### config.mk
export PLATFORM = sky130hd
export DESIGN_NAME = ddo_ctrl
export DESIGN_NICKNAME = d
export VERILOG_FILES = /design/src/rtl/ddo_pkg.sv /design/src/rtl/ddo_ctrl.sv
export SDC_FILE = /design/constraint.sdc
export NUM_CORES = 1
export LEC_CHECK = 0
export ABC_CLOCK_PERIOD_IN_PS = 1750
export BUFFER_PORTS_ARGS = -buffer_cell sky130_fd_sc_hd__buf_2
export CORE_MARGIN = 2
export CORE_UTILIZATION = 40
export CTS_CLUSTER_SIZE = 16
export DETAILED_ROUTE_END_ITERATION = 8
export GPL_ROUTABILITY_DRIVEN = 0
export HOLD_SLACK_MARGIN = 0.12
export PLACE_DENSITY_LB_ADDON = 0.12
export SYNTH_ARGS = -nofsm -noshare
export SYNTH_HDL_FRONTEND = slang
export SYNTH_SLANG_ARGS = --single-unit
### constraint.sdc
create_clock -name clk -period 1.75 [get_ports clk]
set_clock_uncertainty 0.1 [all_clocks]
set_input_delay 0.0875 -clock clk [delete_from_list [all_inputs] [get_ports clk]]
set_output_delay 0.0875 -clock clk [all_outputs]
set_load 0.02 [all_outputs]
### src/rtl/ddo_pkg.sv
package ddo_pkg;

  localparam int IN_W      = 32;
  localparam int CFG_W     = 24;
  localparam int POSE_W    = 48;
  localparam int ANG_W     = 32;
  localparam int DELTA_W   = 34;  // holds sum or difference of two sign-extended deltas
  localparam int CV_W      = 34;  // CORDIC x/y/z datapath
  localparam int IDX_W     = 5;   // iteration index, wraps at 32
  localparam int PH_W      = 3;
  localparam int PMAG_W    = 57;  // |p| < 2^57
  localparam int AH_W      = 29;  // |p| >> 28
  localparam int AL_W      = 28;
  localparam int UB_W      = 32;
  localparam int MUL_W     = AH_W + UB_W;
  localparam int TSUM_W    = 62;

  localparam logic [CV_W-1:0] CORDIC_GAIN = CV_W'(34'h026DD3B6A);

  localparam logic CFG_MM    = 1'b0;
  localparam logic CFG_ANGLE = 1'b1;

  // product sequencer phases
  localparam logic [PH_W-1:0] PH_XLO = 3'd0;
  localparam logic [PH_W-1:0] PH_XHI = 3'd1;
  localparam logic [PH_W-1:0] PH_XACC = 3'd2;
  localparam logic [PH_W-1:0] PH_YLO = 3'd3;
  localparam logic [PH_W-1:0] PH_YHI = 3'd4;
  localparam logic [PH_W-1:0] PH_YACC = 3'd5;

  typedef enum logic [2:0] {
    ST_IDLE, ST_DELTA, ST_TURN, ST_PMUL, ST_ROT, ST_FIX, ST_PROD, ST_OUT
  } state_t;

  typedef struct packed {
    logic             load_in;
    logic             delta;
    logic             turn;
    logic             pmul;
    logic             rot;
    logic             fix;
    logic             prod;
    logic             out_load;
    logic [IDX_W-1:0] idx;
    logic [PH_W-1:0]  phase;
  } dp_cmd_t;

  typedef struct packed {
    logic out_free;
  } dp_status_t;

  // arctangent of 2^-i in binary-angle units
  function automatic logic [31:0] atan_turn(input logic [IDX_W-1:0] i);
    logic [31:0] v;
    unique case (i)
      5'd0:  v = 32'h20000000;
      5'd1:  v = 32'h12E4051E;
      5'd2:  v = 32'h09FB385B;
      5'd3:  v = 32'h051111D4;
      5'd4:  v = 32'h028B0D43;
      5'd5:  v = 32'h0145D7E1;
      5'd6:  v = 32'h00A2F61E;
      5'd7:  v = 32'h00517C55;
      5'd8:  v = 32'h0028BE53;
      5'd9:  v = 32'h00145F2F;
      5'd10: v = 32'h000A2F98;
      5'd11: v = 32'h000517CC;
      5'd12: v = 32'h00028BE6;
      5'd13: v = 32'h000145F3;
      5'd14: v = 32'h0000A2F9;
      5'd15: v = 32'h0000517D;
      5'd16: v = 32'h000028BE;
      5'd17: v = 32'h0000145F;
      5'd18: v = 32'h00000A30;
      5'd19: v = 32'h00000518;
      5'd20: v = 32'h0000028C;
      5'd21: v = 32'h00000146;
      5'd22: v = 32'h000000A3;
      5'd23: v = 32'h00000051;
      5'd24: v = 32'h00000029;
      5'd25: v = 32'h00000014;
      5'd26: v = 32'h0000000A;
      5'd27: v = 32'h00000005;
      5'd28: v = 32'h00000003;
      5'd29: v = 32'h00000001;
      5'd30: v = 32'h00000001;
      5'd31: v = 32'h00000000;
      default: v = 32'h00000000;
    endcase
    return v;
  endfunction

endpackage

### src/rtl/ddo_ctrl.sv
module ddo_ctrl
  import ddo_pkg::*;
#(
  parameter int CORDIC_STEPS = 20
) (
  input  logic       clk,
  input  logic       rst,
  input  logic       s_tvalid,
  output logic       s_tready,
  input  dp_status_t status,
  output dp_cmd_t    cmd
);

  state_t           state, state_next;
  logic [IDX_W-1:0] idx, idx_next;
  logic [PH_W-1:0]  phase, phase_next;

  always_ff @(posedge clk) begin
    if (rst) begin
      state <= ST_IDLE;
      idx   <= '0;
      phase <= '0;
    end else begin
      state <= state_next;
      idx   <= idx_next;
      phase <= phase_next;
    end
  end

  always_comb begin
    state_next = state;
    idx_next   = idx;
    phase_next = phase;
    cmd        = '0;
    cmd.idx    = idx;
    cmd.phase  = phase;
    s_tready   = 1'b0;
    unique case (state)
      ST_IDLE: begin
        s_tready    = 1'b1;
        cmd.load_in = s_tvalid;
        if (s_tvalid) state_next = ST_DELTA;
      end
      ST_DELTA: begin
        cmd.delta  = 1'b1;
        state_next = ST_TURN;
      end
      ST_TURN: begin
        cmd.turn   = 1'b1;
        state_next = ST_PMUL;
      end
      ST_PMUL: begin
        cmd.pmul   = 1'b1;
        idx_next   = '0;
        state_next = ST_ROT;
      end
      ST_ROT: begin
        cmd.rot  = 1'b1;
        idx_next = idx + IDX_W'(1);
        if (idx == IDX_W'(CORDIC_STEPS - 1)) state_next = ST_FIX;
      end
      ST_FIX: begin
        cmd.fix    = 1'b1;
        phase_next = PH_XLO;
        state_next = ST_PROD;
      end
      ST_PROD: begin
        cmd.prod   = 1'b1;
        phase_next = phase + PH_W'(1);
        if (phase == PH_YACC) state_next = ST_OUT;
      end
      ST_OUT: begin
        if (status.out_free) begin
          cmd.out_load = 1'b1;
          state_next   = ST_IDLE;
        end
      end
      default: state_next = ST_IDLE;
    endcase
  end

endmodule

Yosys cells after proc, flatten, opt, wreduce, memory -nomap -nowiden
Index checks and enable logic that the tools add are counted.

cells by class
  $add $sub $neg = 2
  equality and inequality tests = 13
  mux-type cells = 17
  reductions and logical operators = 4

operators by type and width
  cell                                                                   number
  3-bit one-hot mux with 8 select lines                                  1
  3-bit equality test, second input constant                             5
  3-bit 2-to-1 mux                                                       4
  1-bit 2-to-1 mux                                                       10
  5-bit one-hot mux with 2 select lines                                  1
  2-bit != test, second input constant                                   4
  3-bit by 2-bit equality test with 1-bit output, second input constant  2
  3-bit one-hot mux with 2 select lines                                  1
  5-bit by 1-bit adder with 5-bit output, second input constant          1
  5-bit equality test, second input constant                             1
  4-bit AND reduction                                                    1
  2-bit nonzero test                                                     2
  3-bit by 1-bit adder with 3-bit output, second input constant          1
  3-bit by 1-bit equality test with 1-bit output, second input constant  1
  3-bit zero test                                                        1

word-level totals
  flip-flop bits (word level) = 11
  output and inout port bits = 17
  word-level logic and storage cells = 39

Depth between registers and ports, before layout
Gate-level depths: netlist of run 1.

  depth in word-level cells = 3
  gate-level depth with buffers = 5

Worst setup path after synthesis of run 1
OpenSTA, ideal clock, no wires.

  path kind = flip-flop to output port
  start point = register state[1]
  end point = output port cmd[15] (netlist bit)
  arrival time = 1.439 ns
  data required time = 1.562 ns
  setup slack = 0.124 ns
  stages on the path, launching flop included = 5
  path buffers = 2
  cell sequence = dfxtp_1 buf_6 buf_2 nor3_1 and2_1

RTL lines
  what                    RTL line        source
  start, declared         ddo_ctrl.sv:14  state_t state, state_next;
  start signal, assigned  ddo_ctrl.sv:24  state <= state_next;
  end, declared           ddo_ctrl.sv:11  output dp_cmd_t cmd

==> results.py, run 1 <==
metrics = {
    "status": {
        "status": "finished, final reports clean",
    },
    "timing": {
        "max_clock_freq_mhz": 617.8,
        "grt_setup_unrepaired": "false",
        "finalSetupViolCount": 0,
        "worst_rel_slew_slack_pct": 80.27,
        "final_max_slew_viol_count": 0,
        "final_setup_tns_ns": 0,
        "final_hold_viol_count": 0,
        "timing.final.crit_period_ns": 1.619,
        "worst-slew-pin-transition_ns": 0.2940,
        "postLayoutSetupSlackWorst_ns": 0.1314,
        "post-route-period-util_pct": 92.49,
    },
    "yosys": {
        "synth_simple_gate_area_share_pct": 30.73,
        "yosys_register_bits": 11,
        "compound_gate_portion_of_the_synthesized_area_pct": 19.74,
        "top_cells_by_area_in_the_synthesized_netlist": "sky130_fd_sc_hd__dfxtp_1 33%, sky130_fd_sc_hd__a21oi_1 6.0%, sky130_fd_sc_hd__ha_1 5.6%",
        "ys_warn_count": 0,
        "postSynthCellCount": 81,
        "synth_top_family_by_area": "simple AND/OR/NAND/NOR gates",
        "largest_area_contributor_in_the_synthesized_netlist": "sky130_fd_sc_hd__dfxtp_1",
        "synth.distinct_cells": 32,
        "synth.avg_cell_area_um2": 8.295,
        "synthesis.nets": 88,
        "syn-cell-area_um2": 671.9,
        "top_area_cell_type_share_of_the_netlist_area_pct": 32.77,
        "synth_seq_area_share_pct": 32.77,
        "mux_cell_area_share_after_synthesis_pct": 3.352,
        "synthXorXnorAreaFrac_pct": 0,
        "post_synth_fa_ha_maj_area_fraction_pct": 5.587,
    },
    "cells_and_area": {
        "final_net_count": 113,
        "postLayoutCoreUtil_pct": 54.30,
        "most_common_library_cell_in_the_layout_ignoring_fill_and_taps": "sky130_fd_sc_hd__buf_2",
        "post_route_cells_drive_above_1_share_pct": 30.48,
        "commonest_non_fill_non_tap_cells_in_the_layout": "20 x sky130_fd_sc_hd__buf_2, 11 x sky130_fd_sc_hd__dfxtp_1, 8 x sky130_fd_sc_hd__a21oi_1, 7 x sky130_fd_sc_hd__nand2_1, 6 x sky130_fd_sc_hd__nor2_1",
        "final_design_area_no_fill_um2": 837.1,
        "areaGrowthSynthToFinish_pct": 24.58,
        "antenna_cells": 0,
    },
    "detailed_routing": {
        "drt-vias-per-instance": 5.397,
        "routedWlPerCell_um": 12.52,
        "ant_nets": 0,
        "route.detailed.drc": 0,
        "route.final.wire_length_um": 1515,
        "drt-pass1-iter-count": 4,
        "routed-via-count": 653,
        "drtIter0Drc": 17,
    },
    "setup_path": {
        "critical_path_peak_fanout": 9,
        "worstPathArrival_ns": 1.43,
        "worst_setup_path_start_kind": "flop",
        "critPathKind": "reg -> out",
        "endpoint_kind": "output pin",
        "worst_ep_required_time_ns": 1.56,
    },
    "clocking": {
        "clock_slew_at_reported_path_ffs_ns": 0.08,
        "clk_root_buffer_cell": "sky130_fd_sc_hd__clkbuf_4",
        "clk-insertion-delay-late_ns": 0.26,
        "cts_tree": "built",
        "clock_tree.htree_level_count": 1,
        "post_cts_buffers": 0,
        "cts-root-to-sink-buffers": 2,
        "tritoncts_num_sinks": 11,
        "tritoncts.num_buffers": 3,
    },
    "floorplan": {
        "die-width_um": 44.99,
        "chipHeight_um": 44.99,
        "initial_standard_cell_utilization_of_the_core_pct": 43.59,
        "floorplan.core_area_mm2": 0.001541,
        "ios": 21,
        "fp.dieArea_mm2": 0.002024,
        "fp-row-count": 14,
    },
    "grt": {
        "grt_overflow": 0,
        "grt_usage_pct": 17.09,
        "first_global_vias": 599,
        "grt_first_pass_wirelength_um": 2594,
        "antenna_found_initial": 0,
        "grt_max_degree": 19,
    },
    "power": {
        "power.density_cell_area_mw_per_mm2": 704.5,
        "leakagePower_uw": 0.0003818,
        "vdd.ir_drop.worst_mv": 0.4179,
    },
    "worst_hold_path": {
        "timing.hold.worst.class": "reg -> reg",
    },
    "placement": {
        "placedInstanceArea_um2": 780.7,
        "place_worst_setup_slack_ns": 0.2953,
        "dp_hpwl_um": 1082,
        "io_buffers": 20,
    },
    "run": {
        "max_cap_violations": 0,
    },
}
==> sequential cells by signal, summed over array words and instances (netlist names) <==
register  count
idx           5
phase         3
state         3
==> layout make-up <==
cell class	instances	area (um2)
multi-input cells	59	399.1
well taps	16	20.02
clock buffers	4	26.28
fillers	160	704.4
repair buffers	26	152.6
inverters	5	18.77
flip-flops and latches	11	220.2
==> synthesized netlist by cell type <==
master,count
sky130_fd_sc_hd__nand2_1,7
sky130_fd_sc_hd__clkinv_1,1
sky130_fd_sc_hd__inv_1,4
sky130_fd_sc_hd__and2_1,1
sky130_fd_sc_hd__mux2_2,2
sky130_fd_sc_hd__a31oi_1,2
sky130_fd_sc_hd__a311oi_1,1
sky130_fd_sc_hd__nand3b_1,1
sky130_fd_sc_hd__o32ai_1,1
sky130_fd_sc_hd__nor2_1,6
sky130_fd_sc_hd__and4b_1,1
sky130_fd_sc_hd__buf_1,1
sky130_fd_sc_hd__and3_1,2
sky130_fd_sc_hd__o21a_1,3
sky130_fd_sc_hd__ha_1,3
sky130_fd_sc_hd__buf_6,1
sky130_fd_sc_hd__buf_2,3
sky130_fd_sc_hd__a211oi_2,1
sky130_fd_sc_hd__a211oi_1,1
sky130_fd_sc_hd__a21oi_1,8
sky130_fd_sc_hd__nand3_1,4
sky130_fd_sc_hd__and4bb_2,1
sky130_fd_sc_hd__nor3b_1,2
sky130_fd_sc_hd__a2111oi_2,1
sky130_fd_sc_hd__o21ai_0,1
sky130_fd_sc_hd__dfxtp_1,11
sky130_fd_sc_hd__nor3_1,3
sky130_fd_sc_hd__or3b_4,1
sky130_fd_sc_hd__nand2b_1,3
sky130_fd_sc_hd__clkbuf_1,1
sky130_fd_sc_hd__nor4bb_1,2
sky130_fd_sc_hd__nor4b_1,1
==> where the power goes <==
group	switching (uW)	total (uW)	internal, uW
clock	88.9	177	88.0
combinational	85.0	142	56.5
sequential	12.5	271	259
total	186	590	403
==> final timing paths <==
kind / slack, ns / cells past startpoint / start / end
max: 0.13 / 3 / state[2]$_SDFFE_PP0P_ / cmd[11]
min: 0.41 / 2 / phase[1]$_SDFFE_PP0P_ / phase[1]$_SDFFE_PP0P_
max reg2reg: 0.27 / 3 / state[2]$_SDFFE_PP0P_ / idx[2]$_SDFFE_PP0P_
min reg2reg: 0.41 / 2 / phase[1]$_SDFFE_PP0P_ / phase[1]$_SDFFE_PP0P_
==> layer usage <==
layer / share of wire (%) / GRT usage, % / vias up
met5: 0 / 0 / -
met2: 45 / 25.71 / 14
li1: - / - / 339
met1: 51 / 23.89 / 298
met3: 3.6 / 4.000 / 2
met4: 0.59 / 5.882 / 0
==> per-stage QoR <==
stage	cells	power [uW]	hold WS [ns]
after floorplan	81	379.1	0.06486
after global placement	114	412.7	0.3384
after detailed placement	114	412.6	0.3335
after CTS	121	595.3	0.4140
after global routing	121	628.0	0.4443
final	121	589.7	0.4101
==> kinds of logic (layout without fill, tap and decap cells) <==
group | Yosys count | count (layout)
multiplexers | 2 | 2
AO/OA/AOI/OAI | 19 | 19
buffers and inverters | 11 | 35
adder cells (fa/ha/maj) | 3 | 3
AND/OR/NAND/NOR | 35 | 35
flip-flops | 11 | 11
==> timing repair <==
| action | CTS | global route |
|---|---|---|
| gates resized for setup | 0 | 0 |
| hold buffers | 3 | 0 |
| hold endpoints to repair | 8 | 0 |
==> worst max-delay path: stages (launching register included) <==
cell and delay (ns):
sky130_fd_sc_hd__dfxtp_1 0.46, sky130_fd_sc_hd__or3b_4 0.45, sky130_fd_sc_hd__clkinv_1 0.10, sky130_fd_sc_hd__buf_2 0.16
Note: power is estimated with default switching activity, not from simulation.
==> run 2: changes to the inputs <==
MAX_ROUTING_LAYER = met4   (was default)
==> run 2 against run 1 <==
  * Combinational power hardly changed
  * Clock power about the same
  * Sequential share of layout area stayed put
  * Flip-flop and latch count did not move
  * Critical endpoint unchanged
  * Critical path depth did not move
  * Die area is the same
==> results.py, run 2 (synthesis results as in run 1) <==
metrics = {
    "power": {
        "leakagePower_uw": 0.0003818,
        "p_int_uw": 403.3,
        "share_seq_of_total_power_pct": 46.1,
        "power_switching_share_pct": 31.47,
        "vdd.ir_drop.worst_mv": 0.4158,
        "total_switching_power_uw": 185.2,
        "comb_power_share_pct": 24.0,
        "clkPwrFrac_pct": 29.9,
        "power.density_cell_area_mw_per_mm2": 703.0,
    },
    "grt": {
        "grt_busiest_layer": "met2",
        "first_global_vias": 589,
        "grt_first_pass_wirelength_um": 2594,
        "antenna_found_initial": 0,
        "grt_max_degree": 19,
        "globalRouteMet3Util_pct": 3.600,
        "grt_usage_pct": 17.60,
        "grt_use_met2_pct": 25.43,
        "groute.layer.met1.usage_pct": 24.38,
        "grt_overflow": 0,
    },
    "timing": {
        "timing.final.crit_period_ns": 1.605,
        "final_hold_viol_count": 0,
        "grt_setup_unrepaired": "false",
        "finalSetupViolCount": 0,
        "max_clock_freq_mhz": 623.1,
        "post-route-period-util_pct": 91.71,
        "fin_worst_hold_slack_ns": 0.4098,
        "worst_rel_slew_slack_pct": 80.25,
        "final_max_slew_viol_count": 0,
        "worst-slew-pin-transition_ns": 0.2943,
        "final_setup_tns_ns": 0,
    },
    "clocking": {
        "clock_slew_at_reported_path_ffs_ns": 0.08,
        "cts-root-to-sink-buffers": 2,
        "cts_tree": "built",
        "tritoncts_num_sinks": 11,
        "clock_tree.htree_level_count": 1,
        "tritoncts.num_buffers": 3,
        "clk-insertion-delay-late_ns": 0.26,
        "clk_root_buffer_cell": "sky130_fd_sc_hd__clkbuf_4",
    },
    "floorplan": {
        "fp-row-count": 14,
        "chipHeight_um": 44.99,
        "fp.dieArea_mm2": 0.002024,
        "floorplan.core_area_mm2": 0.001541,
        "ios": 21,
        "die-width_um": 44.99,
        "initial_standard_cell_utilization_of_the_core_pct": 43.59,
    },
    "status": {
        "status": "finished, final reports clean",
    },
    "setup_path": {
        "rr_worst_depth": 3,
        "worstPathArrival_ns": 1.42,
        "endpoint_kind": "output pin",
        "worst_setup_path_start_kind": "flop",
        "critical_path_peak_fanout": 9,
        "worst_ep_required_time_ns": 1.56,
        "critPathKind": "reg -> out",
        "r2r_start": "state[2]$_SDFFE_PP0P_",
        "regToRegSetupSlack_ns": 0.29,
        "timing.rr.end": "idx[2]$_SDFFE_PP0P_",
    },
    "placement": {
        "io_buffers": 20,
        "dp_hpwl_um": 1082,
    },
    "cells_and_area": {
        "most_common_library_cell_in_the_layout_ignoring_fill_and_taps": "sky130_fd_sc_hd__buf_2",
        "final_net_count": 113,
        "top_register_by_number_of_flip_flops": "idx",
        "largest_register_ff_count": 5,
        "post_route_cells_drive_above_1_share_pct": 30.48,
        "antenna_cells": 0,
        "reg_top3": "idx: 5 flops, phase: 3 flops, state: 3 flops",
        "commonest_non_fill_non_tap_cells_in_the_layout": "20 x sky130_fd_sc_hd__buf_2, 11 x sky130_fd_sc_hd__dfxtp_1, 8 x sky130_fd_sc_hd__a21oi_1, 7 x sky130_fd_sc_hd__nand2_1, 6 x sky130_fd_sc_hd__nor2_1",
        "areaGrowthSynthToFinish_pct": 24.58,
    },
    "worst_hold_path": {
        "worstHoldEndpoint": "phase[1]$_SDFFE_PP0P_",
        "min_delay_path_depth": 2,
        "timing.hold.worst.class": "reg -> reg",
        "hold_sp": "phase[1]$_SDFFE_PP0P_",
    },
    "detailed_routing": {
        "drt-pass1-iter-count": 4,
        "ant_nets": 0,
        "drt-vias-per-instance": 5.446,
        "route.detailed.drc": 0,
        "route.final.wire_length_um": 1488,
        "routedWlPerCell_um": 12.30,
        "routed-via-count": 659,
        "drtIter0Drc": 14,
    },
    "run": {
        "max_cap_violations": 0,
    },
}
run 2: final cells by class:
cell class	instances	area, um2
Fill cell	160	704.4
Multi-Input combinational cell	59	399.1
Sequential cell	11	220.2
Timing Repair Buffer	26	152.6
Clock buffer	4	26.28
Tap cell	16	20.02
Inverter	5	18.77
run 2: worst max-delay path by stage:
stage / depth (start not counted) / endpoint / startpoint / slack (ns)
after floorplan: 4 / cmd[15] / state[1]$_SDFFE_PP0P_ / 0.12
after global placement: 3 / idx[2]$_SDFFE_PP0P_ / state[2]$_SDFFE_PP0P_ / 0.34
after detailed placement: 3 / idx[2]$_SDFFE_PP0P_ / state[2]$_SDFFE_PP0P_ / 0.30
after CTS: 3 / cmd[11] / state[2]$_SDFFE_PP0P_ / 0.12
after global routing: 3 / cmd[11] / state[2]$_SDFFE_PP0P_ / 0.04
final: 3 / cmd[11] / state[2]$_SDFFE_PP0P_ / 0.15
run 2: worst max-delay path, stage by stage, from the launching register on:
cell and delay (ns):
sky130_fd_sc_hd__dfxtp_1 0.45, sky130_fd_sc_hd__or3b_4 0.44, sky130_fd_sc_hd__clkinv_1 0.10, sky130_fd_sc_hd__buf_2 0.16
run 2: power groups by stage:
stage | sequential [uW] | combinational [uW] | clock [uW]
2_1_floorplan | 271 | 108 | 0
3_3_place_gp | 277 | 135 | 0
3_5_place_dp | 277 | 135 | 0
4_1_cts | 271 | 141 | 183
5_1_grt | 274 | 155 | 199
6_report | 271 | 141 | 176
run 2: metal layers:
metal  share of wire (%)  vias to the layer above
met2                  46                       15
met3                 4.2                        2
li1                    -                      337
met5                   0                        -
met4                0.60                        0
met1                  49                      305
run 2: through the flow:
stage / cell area (um2) / std cells / worst slack, ns / util (%) / power (uW)
finish: 837.1 / 121 / 0.1450 / 54.30 / 588.5
global route: 837.1 / 121 / 0.03643 / 54.30 / 628.1
CTS: 837.1 / 121 / 0.1233 / 54.30 / 595.3
detailed placement: 780.7 / 114 / 0.2953 / 50.65 / 412.6
global placement: 780.7 / 114 / 0.3399 / 50.65 / 412.7
floorplan: 671.9 / 81 / 0.1235 / - / 379.1
run 2: timing repair:
| item | in CTS | in global routing |
|---|---|---|
| hold endpoints to repair | 8 | 0 |
| gates resized for setup | 0 | 0 |
| setup buffers | 0 | 0 |
| hold buffers | 3 | 0 |
==> run 3: changes to the inputs <==
ABC_CLOCK_PERIOD_IN_PS = 2000   (was 1750)
clock period = 2 ns   (was 1.75 ns; I/O delays follow)
==> run 3 against run 2 <==
  * Die area did not move
  * Clock power fell by 16%
  * Via count is 3.9% lower
  * Critical path depth unchanged
  * Non-clock buffer count shrank 2
  * Worst hold slack worse by 0.0069 ns
  * Setup slack improved by 0.11 ns
  * Cell count shrank 1.7%
  * First-iteration DRC count grew 7.1%
==> results.py, run 3 (synthesis results as in run 1) <==
metrics = {
    "detailed_routing": {
        "drt-pass1-iter-count": 4,
        "ant_nets": 0,
        "route.detailed.drc": 0,
        "route.final.wire_length_um": 1376,
        "routed-via-count": 633,
        "drt-vias-per-instance": 5.319,
        "drtIter0Drc": 15,
        "routedWlPerCell_um": 11.56,
    },
    "floorplan": {
        "chipHeight_um": 44.99,
        "die-width_um": 44.99,
        "ios": 21,
        "fp-row-count": 14,
        "fp.dieArea_mm2": 0.002024,
        "initial_standard_cell_utilization_of_the_core_pct": 43.59,
        "floorplan.core_area_mm2": 0.001541,
    },
    "setup_path": {
        "critical_path.top_delay_family": "flip-flops",
        "worst_ep_required_time_ns": 1.80,
        "timing.critical_path.slowest_stage_cell": "sky130_fd_sc_hd__dfxtp_1",
        "biggest_cell_delay_along_the_critical_path_ns": 0.56,
        "critPathKind": "reg -> out",
        "critical_path_cell_list": "or3b_4 > clkinv_1 > buf_2",
        "worst_setup_path_start_kind": "flop",
        "worstPathArrival_ns": 1.54,
        "timing.rr.end": "idx[2]$_SDFFE_PP0P_",
        "rr_worst_depth": 3,
        "regToRegSetupSlack_ns": 0.43,
        "cp_num_buf_inv": 2,
        "critical_path_peak_fanout": 14,
        "r2r_start": "state[2]$_SDFFE_PP0P_",
        "endpoint_kind": "output pin",
    },
    "run": {
        "max_cap_violations": 0,
    },
    "clocking": {
        "clk_root_buffer_cell": "sky130_fd_sc_hd__clkbuf_4",
        "post_cts_buffers": 0,
        "tritoncts.num_buffers": 3,
        "clk-insertion-delay-late_ns": 0.26,
        "cts-root-to-sink-buffers": 2,
        "clock_slew_at_reported_path_ffs_ns": 0.07,
        "tritoncts_num_sinks": 11,
        "cts_tree": "built",
        "clock_tree.htree_level_count": 1,
    },
    "grt": {
        "first_global_vias": 531,
        "grt_max_degree": 19,
        "grt_first_pass_wirelength_um": 2187,
        "antenna_found_initial": 0,
        "grt_usage_pct": 15.10,
        "grt_overflow": 0,
    },
    "power": {
        "leakagePower_uw": 0.0003712,
        "vdd.ir_drop.worst_mv": 0.3721,
        "power.density_cell_area_mw_per_mm2": 610.8,
        "power.total_uw": 502.1,
    },
    "placement": {
        "placedInstanceArea_um2": 765.7,
        "dp_hpwl_um": 981.5,
        "place_worst_setup_slack_ns": 0.4514,
        "io_buffers": 20,
    },
    "cells_and_area": {
        "largest_register_ff_count": 5,
        "final-seq-area_um2": 220.2,
        "fill_cells": 158,
        "multi_input_comb_area_um2": 399.1,
        "top_register_by_number_of_flip_flops": "idx",
        "final_net_count": 111,
        "commonest_non_fill_non_tap_cells_in_the_layout": "20 x sky130_fd_sc_hd__buf_2, 11 x sky130_fd_sc_hd__dfxtp_1, 8 x sky130_fd_sc_hd__a21oi_1, 7 x sky130_fd_sc_hd__nand2_1, 6 x sky130_fd_sc_hd__nor2_1",
        "post_route_cells_drive_above_1_share_pct": 29.13,
        "final_design_area_no_fill_um2": 822.0,
        "reg_top3": "idx: 5 flops, phase: 3 flops, state: 3 flops",
        "most_common_library_cell_in_the_layout_ignoring_fill_and_taps": "sky130_fd_sc_hd__buf_2",
        "antenna_cells": 0,
        "areaGrowthSynthToFinish_pct": 22.35,
    },
    "worst_hold_path": {
        "hold_sp": "phase[1]$_SDFFE_PP0P_",
        "min_delay_path_depth": 2,
        "worstHoldEndpoint": "phase[1]$_SDFFE_PP0P_",
        "timing.hold.worst.class": "reg -> reg",
    },
    "timing": {
        "postLayoutSetupSlackWorst_ns": 0.2560,
        "final_max_slew_viol_count": 0,
        "timing.final.crit_period_ns": 1.744,
        "final_hold_viol_count": 0,
        "max_clock_freq_mhz": 573.4,
        "finalSetupViolCount": 0,
        "post-route-period-util_pct": 87.20,
        "worst_rel_slew_slack_pct": 66.28,
        "worst-slew-pin-transition_ns": 0.5052,
        "grt_setup_unrepaired": "false",
        "fin_worst_hold_slack_ns": 0.4029,
        "final_setup_tns_ns": 0,
    },
    "status": {
        "status": "finished, final reports clean",
    },
}
==> run 3: cell count changes in the layout (fill, tap and decap cells not counted) <==
cell                    change
sky130_fd_sc_hd__buf_4      -2
==> run 3: how the worst max path moves through the flow <==
stage,startpoint,end,slack (ns),cells past startpoint
6_report,state[2]$_SDFFE_PP0P_,cmd[11],0.26,3
5_1_grt,state[2]$_SDFFE_PP0P_,cmd[11],0.17,3
4_1_cts,state[2]$_SDFFE_PP0P_,cmd[11],0.25,3
3_5_place_dp,state[2]$_SDFFE_PP0P_,idx[2]$_SDFFE_PP0P_,0.45,3
3_3_place_gp,state[2]$_SDFFE_PP0P_,idx[2]$_SDFFE_PP0P_,0.47,3
2_1_floorplan,state[1]$_SDFFE_PP0P_,cmd[15],0.36,4
==> run 3: what timing repair did <==
| item | CTS | global route |
|---|---|---|
| hold endpoints to repair | 8 | 0 |
| hold buffers | 3 | 0 |
| resized for setup | 0 | 0 |
==> run 3: tightest hold or removal path: cells and delay by family, from the launching register on <==
kind	cells	cell delay [ns]
AOI/OAI and AO/OA	1	0.05
and+or+nand+nor	1	0.06
DFF	1	0.34
==> run 3: power by group <==
group,total (uW),internal (uW),switching (uW)
combinational,110,45.2,64.4
clock,148,77.2,70.6
sequential,245,227,18.1
total,502,349,153
==> run 3: stage by stage <==
stage / instances / util [%]
6_report: 119 / 53.33
3_3_place_gp: 112 / 49.68
5_1_grt: 119 / 53.33
3_5_place_dp: 112 / 49.68
2_1_floorplan: 81 / -
4_1_cts: 119 / 53.33
==> run 3: cell type report <==
class | instances | share of cell area (%)
timing repair buffer | 24 | 16.74
clock buffer | 4 | 3.196
sequential | 11 | 26.79
tap | 16 | 2.435
inverter | 5 | 2.283
multi-input combinational | 59 | 48.55
==> run 3: per-layer routing <==
metal  up-vias  part of all wire [%]  global-route usage [%]
met5         -                     0                       -
met4         0                     0                   3.529
met3         0                   5.5                   6.000
met2        18                    45                   22.00
met1       282                    50                   19.65
li1        333                     -                       -
